**src/rtl/sts_pkg.sv**
```systemverilog
`timescale 1ns / 1ps
// ----------------------------------------------------------------------------
// sts_pkg
// Shared types, character codes and helpers of the S-expression token scanner.
// ----------------------------------------------------------------------------
package sts_pkg;

  localparam int POS_W      = 24;  // width of the byte position counter
  localparam int TOK_POS_W  = 24;  // width of the start field
  localparam int TOK_LEN_W  = 24;
  localparam int VALUE_W    = 31;
  localparam int NUM_SLOTS  = 3;   // most tokens one request can cause
  localparam int SLOT_W     = $clog2(NUM_SLOTS);
  localparam int FIFO_DEPTH = 4;
  localparam int FIFO_AW    = $clog2(FIFO_DEPTH);

  localparam logic [TOK_LEN_W-1:0] LEN_MAX   = '1;
  localparam logic [VALUE_W-1:0]   VALUE_MAX = '1;

  localparam logic [7:0] CH_NUL    = 8'h00;
  localparam logic [7:0] CH_TAB    = 8'h09;
  localparam logic [7:0] CH_NL     = 8'h0A;
  localparam logic [7:0] CH_SPACE  = 8'h20;
  localparam logic [7:0] CH_HASH   = 8'h23;
  localparam logic [7:0] CH_LPAREN = 8'h28;
  localparam logic [7:0] CH_RPAREN = 8'h29;
  localparam logic [7:0] CH_PLUS   = 8'h2B;
  localparam logic [7:0] CH_MINUS  = 8'h2D;
  localparam logic [7:0] CH_ZERO   = 8'h30;
  localparam logic [7:0] CH_NINE   = 8'h39;
  localparam logic [7:0] CH_UPPER_A = 8'h41;
  localparam logic [7:0] CH_UPPER_Z = 8'h5A;
  localparam logic [7:0] CH_UNDER  = 8'h5F;
  localparam logic [7:0] CH_LOWER_A = 8'h61;
  localparam logic [7:0] CH_LOWER_Z = 8'h7A;

  typedef enum logic [1:0] {
    MODE_IDLE    = 2'd0,
    MODE_NUM     = 2'd1,
    MODE_ID      = 2'd2,
    MODE_COMMENT = 2'd3
  } scan_mode_t;

  typedef enum logic [2:0] {
    KIND_END        = 3'd0,
    KIND_LPAREN     = 3'd1,
    KIND_RPAREN     = 3'd2,
    KIND_PLUS       = 3'd3,
    KIND_MINUS      = 3'd4,
    KIND_NUMBER     = 3'd5,
    KIND_IDENT      = 3'd6,
    KIND_UNEXPECTED = 3'd7
  } token_kind_t;

  typedef struct packed {
    token_kind_t            kind;
    logic [TOK_POS_W-1:0]   start;
    logic [TOK_LEN_W-1:0]   length;
    logic [VALUE_W-1:0]     value;
    logic                   overflow;
  } token_t;

  // Slot 0: token closed by the byte, slot 1: byte token or final flush,
  // slot 2: end-of-text token.
  typedef struct packed {
    logic   [NUM_SLOTS-1:0] slot_vld;
    token_t [NUM_SLOTS-1:0] tok;
  } bundle_t;

  function automatic token_t mk_tok(token_kind_t kind, logic [POS_W-1:0] pos,
                                    logic [TOK_LEN_W-1:0] len,
                                    logic [VALUE_W-1:0] value, logic ovf);
    token_t t;
    t.kind     = kind;
    t.start    = TOK_POS_W'(pos);
    t.length   = len;
    t.value    = value;
    t.overflow = ovf;
    return t;
  endfunction

endpackage

```
**src/rtl/sts_front.sv**
```systemverilog
`timescale 1ns / 1ps
// ----------------------------------------------------------------------------
// sts_front
// Classifies each text byte, tracks the pending token and builds the bundle
// of tokens that the request causes.
// ----------------------------------------------------------------------------
module sts_front import sts_pkg::*; (
  input  logic       clk,
  input  logic       rst_n,
  input  logic       req_take,
  input  logic [7:0] text_byte,
  input  logic       byte_valid,
  input  logic       end_of_input,
  output logic       push,
  output bundle_t    push_data
);

  scan_mode_t             mode_r, mode_nxt;
  logic [POS_W-1:0]       pos_r, pos_nxt;
  logic [POS_W-1:0]       pstart_r, pstart_nxt;
  logic [TOK_LEN_W-1:0]   plen_r, plen_nxt;
  logic [VALUE_W-1:0]     acc_r, acc_nxt;
  logic                   ovf_r, ovf_nxt;

  logic                   is_digit, is_letter, is_ident, is_space;
  logic [3:0]             digit_val;
  logic [VALUE_W+3:0]     acc_prod;
  logic [TOK_LEN_W-1:0]   plen_ext;
  logic                   done;
  bundle_t                bnd;

  assign is_digit  = (text_byte >= CH_ZERO) && (text_byte <= CH_NINE);
  assign is_letter = ((text_byte >= CH_LOWER_A) && (text_byte <= CH_LOWER_Z)) ||
                     ((text_byte >= CH_UPPER_A) && (text_byte <= CH_UPPER_Z));
  assign is_ident  = is_letter || is_digit || (text_byte == CH_UNDER);
  assign is_space  = (text_byte == CH_SPACE) || (text_byte == CH_TAB) ||
                     (text_byte == CH_NL);

  assign digit_val = 4'(text_byte - CH_ZERO);
  // acc * 10 + digit as two shifts and adds
  assign acc_prod  = ((VALUE_W+4)'(acc_r) << 3) + ((VALUE_W+4)'(acc_r) << 1) +
                     (VALUE_W+4)'(digit_val);
  assign plen_ext  = (plen_r == LEN_MAX) ? plen_r : plen_r + 1'b1;

  always_comb begin
    mode_nxt   = mode_r;
    pos_nxt    = pos_r;
    pstart_nxt = pstart_r;
    plen_nxt   = plen_r;
    acc_nxt    = acc_r;
    ovf_nxt    = ovf_r;
    done       = 1'b0;
    bnd        = '0;

    if (byte_valid) begin
      case (mode_r)
        MODE_NUM: begin
          if (is_digit) begin
            plen_nxt = plen_ext;
            if (acc_prod > (VALUE_W+4)'(VALUE_MAX)) begin
              acc_nxt = VALUE_MAX;
              ovf_nxt = 1'b1;
            end else begin
              acc_nxt = VALUE_W'(acc_prod);
            end
            done = 1'b1;
          end else begin
            bnd.slot_vld[0] = 1'b1;
            bnd.tok[0] = mk_tok(KIND_NUMBER, pstart_r, plen_r, acc_r, ovf_r);
            mode_nxt = MODE_IDLE;
            plen_nxt = '0;
            acc_nxt  = '0;
            ovf_nxt  = 1'b0;
          end
        end
        MODE_ID: begin
          if (is_ident) begin
            plen_nxt = plen_ext;
            done = 1'b1;
          end else begin
            bnd.slot_vld[0] = 1'b1;
            bnd.tok[0] = mk_tok(KIND_IDENT, pstart_r, plen_r, '0, 1'b0);
            mode_nxt = MODE_IDLE;
            plen_nxt = '0;
            acc_nxt  = '0;
            ovf_nxt  = 1'b0;
          end
        end
        MODE_COMMENT: begin
          if (text_byte == CH_NL) begin
            mode_nxt = MODE_IDLE;
          end
          done = 1'b1;
        end
        default: begin
          done = 1'b0;
        end
      endcase

      if (!done) begin
        if (is_space) begin
          bnd.slot_vld[1] = 1'b0;
        end else if (text_byte == CH_HASH) begin
          mode_nxt = MODE_COMMENT;
        end else if (is_digit) begin
          mode_nxt   = MODE_NUM;
          pstart_nxt = pos_r;
          plen_nxt   = TOK_LEN_W'(1);
          acc_nxt    = VALUE_W'(digit_val);
          ovf_nxt    = 1'b0;
        end else if (is_letter) begin
          mode_nxt   = MODE_ID;
          pstart_nxt = pos_r;
          plen_nxt   = TOK_LEN_W'(1);
          acc_nxt    = '0;
          ovf_nxt    = 1'b0;
        end else begin
          bnd.slot_vld[1] = 1'b1;
          case (text_byte)
            CH_NUL:    bnd.tok[1] = mk_tok(KIND_END, pos_r, TOK_LEN_W'(1), '0, 1'b0);
            CH_LPAREN: bnd.tok[1] = mk_tok(KIND_LPAREN, pos_r, TOK_LEN_W'(1), '0, 1'b0);
            CH_RPAREN: bnd.tok[1] = mk_tok(KIND_RPAREN, pos_r, TOK_LEN_W'(1), '0, 1'b0);
            CH_PLUS:   bnd.tok[1] = mk_tok(KIND_PLUS, pos_r, TOK_LEN_W'(1), '0, 1'b0);
            CH_MINUS:  bnd.tok[1] = mk_tok(KIND_MINUS, pos_r, TOK_LEN_W'(1), '0, 1'b0);
            default:   bnd.tok[1] = mk_tok(KIND_UNEXPECTED, pos_r, TOK_LEN_W'(1), '0,
                                           1'b0);
          endcase
        end
      end
      pos_nxt = pos_r + 1'b1;
    end

    if (end_of_input) begin
      // a byte token leaves the scanner idle, so the flush never clashes
      if (mode_nxt == MODE_NUM) begin
        bnd.slot_vld[1] = 1'b1;
        bnd.tok[1] = mk_tok(KIND_NUMBER, pstart_nxt, plen_nxt, acc_nxt, ovf_nxt);
      end else if (mode_nxt == MODE_ID) begin
        bnd.slot_vld[1] = 1'b1;
        bnd.tok[1] = mk_tok(KIND_IDENT, pstart_nxt, plen_nxt, '0, 1'b0);
      end
      bnd.slot_vld[2] = 1'b1;
      bnd.tok[2] = mk_tok(KIND_END, pos_nxt, TOK_LEN_W'(1), '0, 1'b0);
      mode_nxt   = MODE_IDLE;
      pos_nxt    = '0;
      pstart_nxt = '0;
      plen_nxt   = '0;
      acc_nxt    = '0;
      ovf_nxt    = 1'b0;
    end
  end

  assign push      = req_take && (|bnd.slot_vld);
  assign push_data = bnd;

  always_ff @(posedge clk) begin
    if (!rst_n) begin
      mode_r   <= MODE_IDLE;
      pos_r    <= '0;
      pstart_r <= '0;
      plen_r   <= '0;
      acc_r    <= '0;
      ovf_r    <= 1'b0;
    end else if (req_take) begin
      mode_r   <= mode_nxt;
      pos_r    <= pos_nxt;
      pstart_r <= pstart_nxt;
      plen_r   <= plen_nxt;
      acc_r    <= acc_nxt;
      ovf_r    <= ovf_nxt;
    end
  end

endmodule

```
**src/rtl/sts_fifo.sv**
```systemverilog
`timescale 1ns / 1ps
// ----------------------------------------------------------------------------
// sts_fifo
// Short queue of token bundles between the scanner and the output stage.
// ----------------------------------------------------------------------------
module sts_fifo import sts_pkg::*; (
  input  logic    clk,
  input  logic    rst_n,
  input  logic    push,
  input  bundle_t push_data,
  input  logic    pop,
  output logic    empty,
  output logic    full,
  output bundle_t head
);

  bundle_t              entry_r [FIFO_DEPTH];
  logic [FIFO_AW-1:0]   wr_ptr_r, rd_ptr_r;
  logic [FIFO_AW:0]     count_r;

  assign empty = (count_r == '0);
  assign full  = (count_r == (FIFO_AW+1)'(FIFO_DEPTH));
  assign head  = entry_r[rd_ptr_r];

  always_ff @(posedge clk) begin
    if (push) begin
      entry_r[wr_ptr_r] <= push_data;
    end
  end

  always_ff @(posedge clk) begin
    if (!rst_n) begin
      wr_ptr_r <= '0;
      rd_ptr_r <= '0;
      count_r  <= '0;
    end else begin
      if (push) begin
        wr_ptr_r <= wr_ptr_r + 1'b1;
      end
      if (pop) begin
        rd_ptr_r <= rd_ptr_r + 1'b1;
      end
      case ({push, pop})
        2'b10:   count_r <= count_r + 1'b1;
        2'b01:   count_r <= count_r - 1'b1;
        default: count_r <= count_r;
      endcase
    end
  end

endmodule

```
**src/rtl/sts_back.sv**
```systemverilog
`timescale 1ns / 1ps
// ----------------------------------------------------------------------------
// sts_back
// Walks the present slots of the head bundle and hands out one token per
// cycle through the output register while out_stall is low.
// ----------------------------------------------------------------------------
module sts_back import sts_pkg::*; (
  input  logic     clk,
  input  logic     rst_n,
  input  logic     empty,
  input  bundle_t  head,
  output logic     pop,
  input  logic     out_stall,
  output logic     out_valid,
  output token_t   out_tok,
  output logic     out_last
);

  logic [SLOT_W-1:0]    slot_r, slot_nxt;
  logic                 valid_r;
  token_t               tok_r;
  logic                 last_r;

  logic [NUM_SLOTS-1:0] avail;
  logic [NUM_SLOTS-1:0] rest;
  logic [SLOT_W-1:0]    sel;
  logic                 sel_last;
  logic                 load;

  always_comb begin
    for (int i = 0; i < NUM_SLOTS; i++) begin
      avail[i] = head.slot_vld[i] && (SLOT_W'(i) >= slot_r);
    end
    sel = '0;
    for (int i = NUM_SLOTS - 1; i >= 0; i--) begin
      if (avail[i]) begin
        sel = SLOT_W'(i);
      end
    end
    rest = avail;
    rest[sel] = 1'b0;
    sel_last = (rest == '0);
  end

  assign load     = !empty && (!valid_r || !out_stall);
  assign pop      = load && sel_last;
  assign slot_nxt = sel_last ? '0 : sel + 1'b1;

  always_ff @(posedge clk) begin
    if (!rst_n) begin
      slot_r  <= '0;
      valid_r <= 1'b0;
    end else begin
      if (load) begin
        slot_r  <= slot_nxt;
        valid_r <= 1'b1;
      end else if (!out_stall) begin
        valid_r <= 1'b0;
      end
    end
  end

  always_ff @(posedge clk) begin
    if (load) begin
      tok_r  <= head.tok[sel];
      last_r <= sel_last;
    end
  end

  assign out_valid = valid_r;
  assign out_tok   = tok_r;
  assign out_last  = last_r;

endmodule

```
**src/rtl/sexpr_token_scanner.sv**
```systemverilog
`timescale 1ns / 1ps
// ----------------------------------------------------------------------------
// sexpr_token_scanner
// Streaming tokenizer for S-expression text: one byte in, tokens out.
// ----------------------------------------------------------------------------
// Usage:
//   Input channel (in_valid / in_stall) carries one text byte per request,
//   with in_byte_valid for a byte and in_end_of_input on the final request.
//   Output channel (out_valid / out_stall) gives one token per transfer;
//   out_last_of_run marks the last token caused by a request.
//   A request's tokens go into the bundle queue at the edge that takes the
//   request and then through the output register that drives out_valid.
//   Throughput: one request per cycle while requests cause at most one token
//   each and out_stall is low; the output register sends one token per cycle
//   while out_stall is low, and the tokens of one request leave in turn.
//   A four-entry queue absorbs bursts; in_stall rises only when it is full.
//   Reset (synchronous, rst_n low) empties the queue and output register and
//   returns the scanner to idle at byte position zero.
//   While out_stall is high the offered token holds; the scanner keeps taking
//   requests until the queue fills.
//   The end of a text also returns the scanner to position zero.
// ----------------------------------------------------------------------------
module sexpr_token_scanner import sts_pkg::*; (
  input  logic                 clk,
  input  logic                 rst_n,
  input  logic                 in_valid,
  output logic                 in_stall,
  input  logic [7:0]           in_text_byte,
  input  logic                 in_byte_valid,
  input  logic                 in_end_of_input,
  output logic                 out_valid,
  input  logic                 out_stall,
  output logic [2:0]           out_token_kind,
  output logic [TOK_POS_W-1:0] out_token_start,
  output logic [TOK_LEN_W-1:0] out_token_length,
  output logic [VALUE_W-1:0]   out_number_value,
  output logic                 out_value_overflow,
  output logic                 out_last_of_run
);

  logic    req_take;
  logic    push, pop, empty, full;
  bundle_t push_data, head;
  token_t  out_tok;

  assign in_stall = full;
  assign req_take = in_valid && !full;

  sts_front u_front (
    .clk          (clk),
    .rst_n        (rst_n),
    .req_take     (req_take),
    .text_byte    (in_text_byte),
    .byte_valid   (in_byte_valid),
    .end_of_input (in_end_of_input),
    .push         (push),
    .push_data    (push_data)
  );

  sts_fifo u_fifo (
    .clk       (clk),
    .rst_n     (rst_n),
    .push      (push),
    .push_data (push_data),
    .pop       (pop),
    .empty     (empty),
    .full      (full),
    .head      (head)
  );

  sts_back u_back (
    .clk       (clk),
    .rst_n     (rst_n),
    .empty     (empty),
    .head      (head),
    .pop       (pop),
    .out_stall (out_stall),
    .out_valid (out_valid),
    .out_tok   (out_tok),
    .out_last  (out_last_of_run)
  );

  assign out_token_kind     = 3'(out_tok.kind);
  assign out_token_start    = out_tok.start;
  assign out_token_length   = out_tok.length;
  assign out_number_value   = out_tok.value;
  assign out_value_overflow = out_tok.overflow;

endmodule
```
**config.mk**
```make
export PLATFORM = sky130hd
export DESIGN_NAME = sexpr_token_scanner
export DESIGN_NICKNAME = d
export VERILOG_FILES = /design/src/rtl/sts_pkg.sv /design/src/rtl/sts_front.sv /design/src/rtl/sts_fifo.sv /design/src/rtl/sts_back.sv /design/src/rtl/sexpr_token_scanner.sv
export SDC_FILE = /design/constraint.sdc
export NUM_CORES = 1
export LEC_CHECK = 0
export ABC_AREA = 1
export BUFFER_PORTS_ARGS = -buffer_cell sky130_fd_sc_hd__buf_2
export CELL_PAD_IN_SITES_DETAIL_PLACEMENT = 1
export CELL_PAD_IN_SITES_GLOBAL_PLACEMENT = 2
export CORE_ASPECT_RATIO = 1.1
export CORE_UTILIZATION = 45
export CTS_BUF_LIST = sky130_fd_sc_hd__clkbuf_16
export DETAILED_ROUTE_END_ITERATION = 10
export MAX_ROUTING_LAYER = met4
export PLACE_DENSITY_LB_ADDON = 0.3
export SYNTH_ARGS = -nofsm -noshare
export SYNTH_HDL_FRONTEND = slang
export SYNTH_SLANG_ARGS = --single-unit
```
**constraint.sdc**
```tcl
create_clock -name clk -period 32 [get_ports clk]
set_input_delay 3.2 -clock clk [delete_from_list [all_inputs] [get_ports clk]]
set_output_delay 3.2 -clock clk [all_outputs]
set_load 0.05 [all_outputs]
```
# == Yosys cells after proc, flatten, opt, wreduce, memory -nomap -nowiden ==
# Memories as Yosys holds them, arrays and structs flattened. A register that Yosys moved wholly into a read port is not among the register bits.
# Index checks and enable logic that the tools add are counted.
# word_totals
wordCells,184
memories,1
output_inout_bits,86
inputBits,14
register_bits,200
mem_bits_rw,996
# op_classes
n_bitwise,2
n_reduce_logical,26
n_eq_ne,19
n_addsub,10
mux,97
magnitude_cmp,12
# memory_table
memory,words,width,read_ports,rd_clocked_by_memory_dff,write_ports,line_no,source
u_fifo.entry_r,4,249,1,1,1,sts_fifo.sv:17,bundle_t entry_r [FIFO_DEPTH];
# ops
operator,n
2-to-1 mux 83 bit,10
2-to-1 mux 24 bit,19
one-hot mux 83 bit (5 select lines),1
2-to-1 mux 31 bit,10
binary-select mux 83 bit (select 2 bit),1
2-to-1 mux 166 bit,1
one-hot mux 83 bit (2 select lines),1
2-to-1 mux 163 bit,1
one-hot mux 31 bit (2 select lines),1
adder 24 x 1 -> 24 bit (second input constant),2
== test 8 x 6 -> 1 bit (second input constant),6
one-hot mux 24 bit (2 select lines),1
2-to-1 mux 2 bit,18
adder 34 x 32 -> 35 bit,1
adder 35 x 4 -> 35 bit,1
greater-than comparator 35 x 31 -> 1 bit (second input constant),1
2-to-1 mux 1 bit,27
== test 24 bit (second input constant),1
== test 8 x 4 -> 1 bit (second input constant),2
>= comparator 8 x 7 -> 1 bit (second input constant),2
less-or-equal comparator 8 x 7 -> 1 bit (second input constant),2
logical AND 1 bit,11
== test 2 bit (second input constant),4
== test 8 x 7 -> 1 bit (second input constant),1
other kinds (26),41

# == Logic depth before layout (Yosys ltp) ==
# logic_depth
depth_word,21
depth_mapped,22
mapped_depth_nobuf,22

# == Modules after synthesis ==
# A second synthesis with hierarchy kept.
# hier_totals
cells_unflattened,5201
hier_area_um2,54332.1
# by_module_without_submodules
module,seq_area_each_um2,cells_per_inst,instances,area_each_um2
sts_fifo,30449.2,2493,1,37729.9
sts_front,2122.0,2037,1,11622.4
sts_back,2582.5,669,1,4969.8
sexpr_token_scanner,0.0,2,1,10.0

# == Worst setup path after synthesis ==
# No wires, ideal clock.
# synth_path
path_kind,input port to flip-flop
start,input port in_text_byte[3]
end,"memory u_fifo.entry_r[0][0] (netlist name), enable pin"
arrival_ps,12565
setup_time_ps,748
setup_slack_ps,18687
stages,15
path_cell_list,inv_2 nand2_1 nor2_2 nand2_2 nand3_4 nand3_4 nand2_4 nand3b_2 nand2_2 nand2_4 nor2_8 nand3_1 nand3_1 nand2_1 nor2_1
# synth_between
elab_chain_cells,21
# synth_rtl
item,line_no,source
start: declaration,sexpr_token_scanner.sv:28,"input logic [7:0] in_text_byte,"
>= comparator 8 x 7 -> 1 bit (tied with other cells),sts_front.sv:33,assign is_letter = ((text_byte >= CH_LOWER_A) && (text_byte <= CH_LOWER_Z)) ||
logical AND 1 bit (on tied branches),"sts_front.sv:33, sts_front.sv:34",
logical OR 1 bit,sts_front.sv:33,
logical OR 1 bit (2 in a row),sts_front.sv:35,assign is_ident = is_letter || is_digit || (text_byte == CH_UNDER);
2-to-1 mux 2 bit,sts_front.sv:77,if (is_ident) begin
one-hot mux 2 bit (3 select lines),sts_front.sv:56,case (mode_r)
2-to-1 mux 2 bit,sts_front.sv:111,end else if (is_letter) begin
2-to-1 mux 2 bit,sts_front.sv:105,end else if (is_digit) begin
(+4 left out),n/a,
== test 2 bit,sts_front.sv:138,end else if (mode_nxt == MODE_ID) begin
2-to-1 mux 1 bit,sts_front.sv:138,
2-to-1 mux 1 bit,sts_front.sv:135,if (mode_nxt == MODE_NUM) begin
2-to-1 mux 2 bit,sts_front.sv:133,if (end_of_input) begin
OR reduction 3 bit (*),sts_front.sv:153,assign push = req_take && (|bnd.slot_vld);
logical AND 1 bit (*),sts_front.sv:153,
2-to-1 mux 1 bit (*),sts_fifo.sv:26,if (push) begin
2-to-1 mux 1 bit (not written as such) (*),sts_fifo.sv:27,entry_r[wr_ptr_r] <= push_data;
end: declaration,sts_fifo.sv:17,
# Mark *: on every way between the ends. The rest lies on a longest branch, timed or not. The select of a mux whose other input is x is not followed.

# == Worst setup path after layout ==
# layout_path
start,input port in_text_byte[2]
end,"memory u_fifo.entry_r[1][24] (netlist name), enable pin"
# The elaborated chain is that of the path after synthesis.

==> metrics <==
setup TNS=0 ns; Syn. warnings=0; actual slew at the worst max-slew pin=~1.1 ns; count leader, synth=edfxtp_1; GRT Total Usage=26.9%; critical-path cell list=buf_2 > o21ai_0 > nand2_2 > clkinv_1 > nand2_1 > nand3b_2 > nand2_2 > nand2_4 > nor2_8 > nand3_1 > nand3_1 > nand2_1 > nor2_4 > buf_4 > buf_4; Filler Cell Count=10.4k; IO Port Bufs=99; initial drt markers=2357; Net count, final=4295; crit path max fanout=between 60 and 70; number of global-route vias before repair=~33k; antenna violation net count after detailed routing=0; top cells by area, synth=edfxtp_1 (59%), nor2_1 (6.0%), nand2_1 (5.6%), o21ai_0 (5.5%), dfxtp_1 (5.4%); H-tree Lvls=3; total of max-cap violations=0; Net Count, Synth=4301; mux cell area share after synthesis=0%; CP top delay family=simple AND/OR/NAND/NOR gates; WP buf/inv=4; dominant cell type by area after synthesis=edfxtp_1; CORE AREA=95900 µm²; CTS Hold Bufs=0; post-synthesis simple-gate area fraction=~15%; top post-synthesis cells by count=edfxtp_1 (852), nor2_1 (693), nand2_1 (648); Max IR drop VDD=roughly 0.055 mV; total power=3.77 mW; largest net degree at the start of global routing=just under 200; Static Leak=17.3 nW; main combinational cell family by area after synthesis=simple AND/OR/NAND/NOR gates; Combinational Power Share=between 20% and 30%; DR WL/cell=roughly 23 µm; Seq pwr share=42.6%; Worst Path Arrival=8.44 ns; GP Congestion=around 0.85; final hold viol count=0; fin crit period=8.17 ns; footprint of the multi-input gates=13700 µm²; CTS tree=built; EDFF count, synth=approximately 850; WS Path Type=in2reg; initial antenna violation count=4; remaining global-route overflow=0; die height=328 µm; Residual DRC=0; Slew HR=25.0%; Hold WC Path Type=reg2reg; post-CTS sizing=0; Cell Rows=119; syn avg cell area=10.4 µm²; Slowest Stage Delay on Critical Path=0.94 ns; top cell type's share of synthesized area=58.7%; area grow syn2layout=10.8%; fraction of registers with async set/reset=0%; Die ar.=about 100000 µm²; layout cell share with drive strength beyond 1=a little under a tenth; Req. time, crit path=32.28 ns; final count of pins violating max slew=0; Clock Skews=between 0.02 and 0.025 ns; Via-to-Cell Ratio=5.70; post-DP HPWL=77700 µm; fmax=between 100 and 150 MHz; adder-cell area share of the yosys netlist=between 2 and 2.5%; post-synthesis compound-gate area fraction=12.5%; Clk pin slew, worst setup/hold paths=around 0.06 ns; cts bufs inserted=99; NetSw=1.34 mW; clk sinks=970; Chip Width=299 µm; final setup vio count=0; Pwr Density=78.1 nW/µm²; Clk pwr share=29.9%; post-layout util=50.4%; first-pass GRT wire length=just under 200000 µm; Vias=31.7k; Routed WL=around 130000 µm; Gate Count Post-Synth=4211; register area share after synthesis=64.1%; cell-internal power=2.43 mW; RSZ-0062 raised after global routing=false; Starting Density=a little under half; crit end category=register; Skew-Pair Late Insertion Delay=0.67 ns; num ports=100; Final Cycle Share=between 20 and 30%; ys flop type=edfxtp_1; switching part of the total power=35.5%; synthesized area=43600 µm²; critical path's slowest cell=buf_4; root buffer cell=clkbuf_16; XOR/XNOR Fraction of Synth Area=1.16%; post-synthesis register bit count=970; setup bufs post-CTS=0; clock buffer depth=3; outcome=finished clean; Worst setup SP type=primary input; drt pass-1 iters=7; Unique masters post-synth=55; register area=28000 µm²
[per-layer routing]
| layer | up-vias | routed length [µm] | track usage, % |
|---|---|---|---|
| met1 | 16046 | 56800 | 34.9 |
| li1 | 14749 | - | - |
| met5 | - | 0 | - |
| met3 | 182 | 6580 | 3.99 |
| met2 | 722 | 61300 | 43.4 |
| met4 | 0 | 3520 | 8.51 |
[metrics by stage]
| step | cells | setup slack, ns | hold slack (ns) | area (µm²) |
|---|---|---|---|---|
| finish | 5563 | 23.83 | 0.462 | 48300 |
| global route | 5563 | 23.39 | 0.485 | 48300 |
| CTS | 5561 | 23.87 | 0.466 | 48300 |
| detailed placement | 5374 | 23.18 | 0.457 | 45100 |
| global placement | 5374 | 23.26 | 0.452 | 45100 |
| floorplan | 4211 | 18.69 | 0.444 | 43600 |
[worst paths after layout]
path	slack (ns)	startpoint	end	depth (start not counted)
setup / recovery	23.83	in_text_byte[2]	u_fifo.entry_r[1][24]	15
hold / removal	0.46	u_front.pstart_r[2]	u_front.pstart_r[2]	2
setup reg to reg	25.69	register	u_back.out_tok[61]	13
hold reg to reg	0.46	u_front.pstart_r[2]	u_front.pstart_r[2]	2
[cell usage in the layout (no fill, tap or decap), types with 7 or more instances in the layout]
cell type,instances
edfxtp_1,852
nor2_1,686
nand2_1,648
o21ai_0,482
inv_1,283
a21oi_1,183
o22ai_1,140
nand3_1,117
dfxtp_1,116
clkbuf_16,101
buf_2,99
nor3_1,83
ha_1,73
o221a_2,56
xor2_1,49
buf_4,43
nand4_1,40
clkinv_1,30
o21ai_1,27
clkinv_2,22
o21ai_2,18
and2_1,15
xnor2_1,9
bufinv_16,9
inv_2,8
nor2_2,7
o221ai_1,7
a31oi_1,7
[flip-flops by register name, summed over array words and instances, names as in the netlist, named ones only]
name,flops
u_back.out_last,1
u_back.out_tok,83
u_back.out_valid,1
u_back.slot_r,2
u_fifo.count_r,3
u_fifo.entry_r,768
u_fifo.rd_ptr_r,2
u_fifo.wr_ptr_r,2
u_front.acc_r,31
u_front.mode_r,2
u_front.ovf_r,1
u_front.plen_r,24
u_front.pos_r,24
u_front.pstart_r,24
[tightest hold or removal path, delay by kind of cell (launching register included)]
family	cells	cell delay, ns
and+or+nand+nor	1	0.06
AOI/OAI and AO/OA	1	0.05
DFF	1	0.31
[layout make-up]
| type | instances | area share [%] |
|---|---|---|
| diodes | 2 | 0.0104 |
| clock buffers | 101 | 5.23 |
| clock inverters | 86 | 1.33 |
| inverters | 278 | 2.21 |
| multi-input cells | 2712 | 28.3 |
| flip-flops and latches | 970 | 57.9 |
| well taps | 1270 | 3.29 |
| repair buffers | 144 | 1.78 |
[logic make-up after synthesis]
logic type | Yosys count
flops | 970
simple gates | 1630
fa+ha+maj | 76
buf+inv | 529
xor+xnor | 58
compound gates | 948
[power by group through the flow]
stage                     Combinational [mW]  Clock, mW  Sequential [mW]
after floorplan                        0.483          0             1.85
after global placement                  1.03          0             1.63
after detailed placement                1.04          0             1.63
after CTS                               1.05       1.15             1.61
after global routing                    1.11       1.19             1.62
final                                   1.04       1.13             1.61
Note: power is estimated with default switching activity, not from simulation.
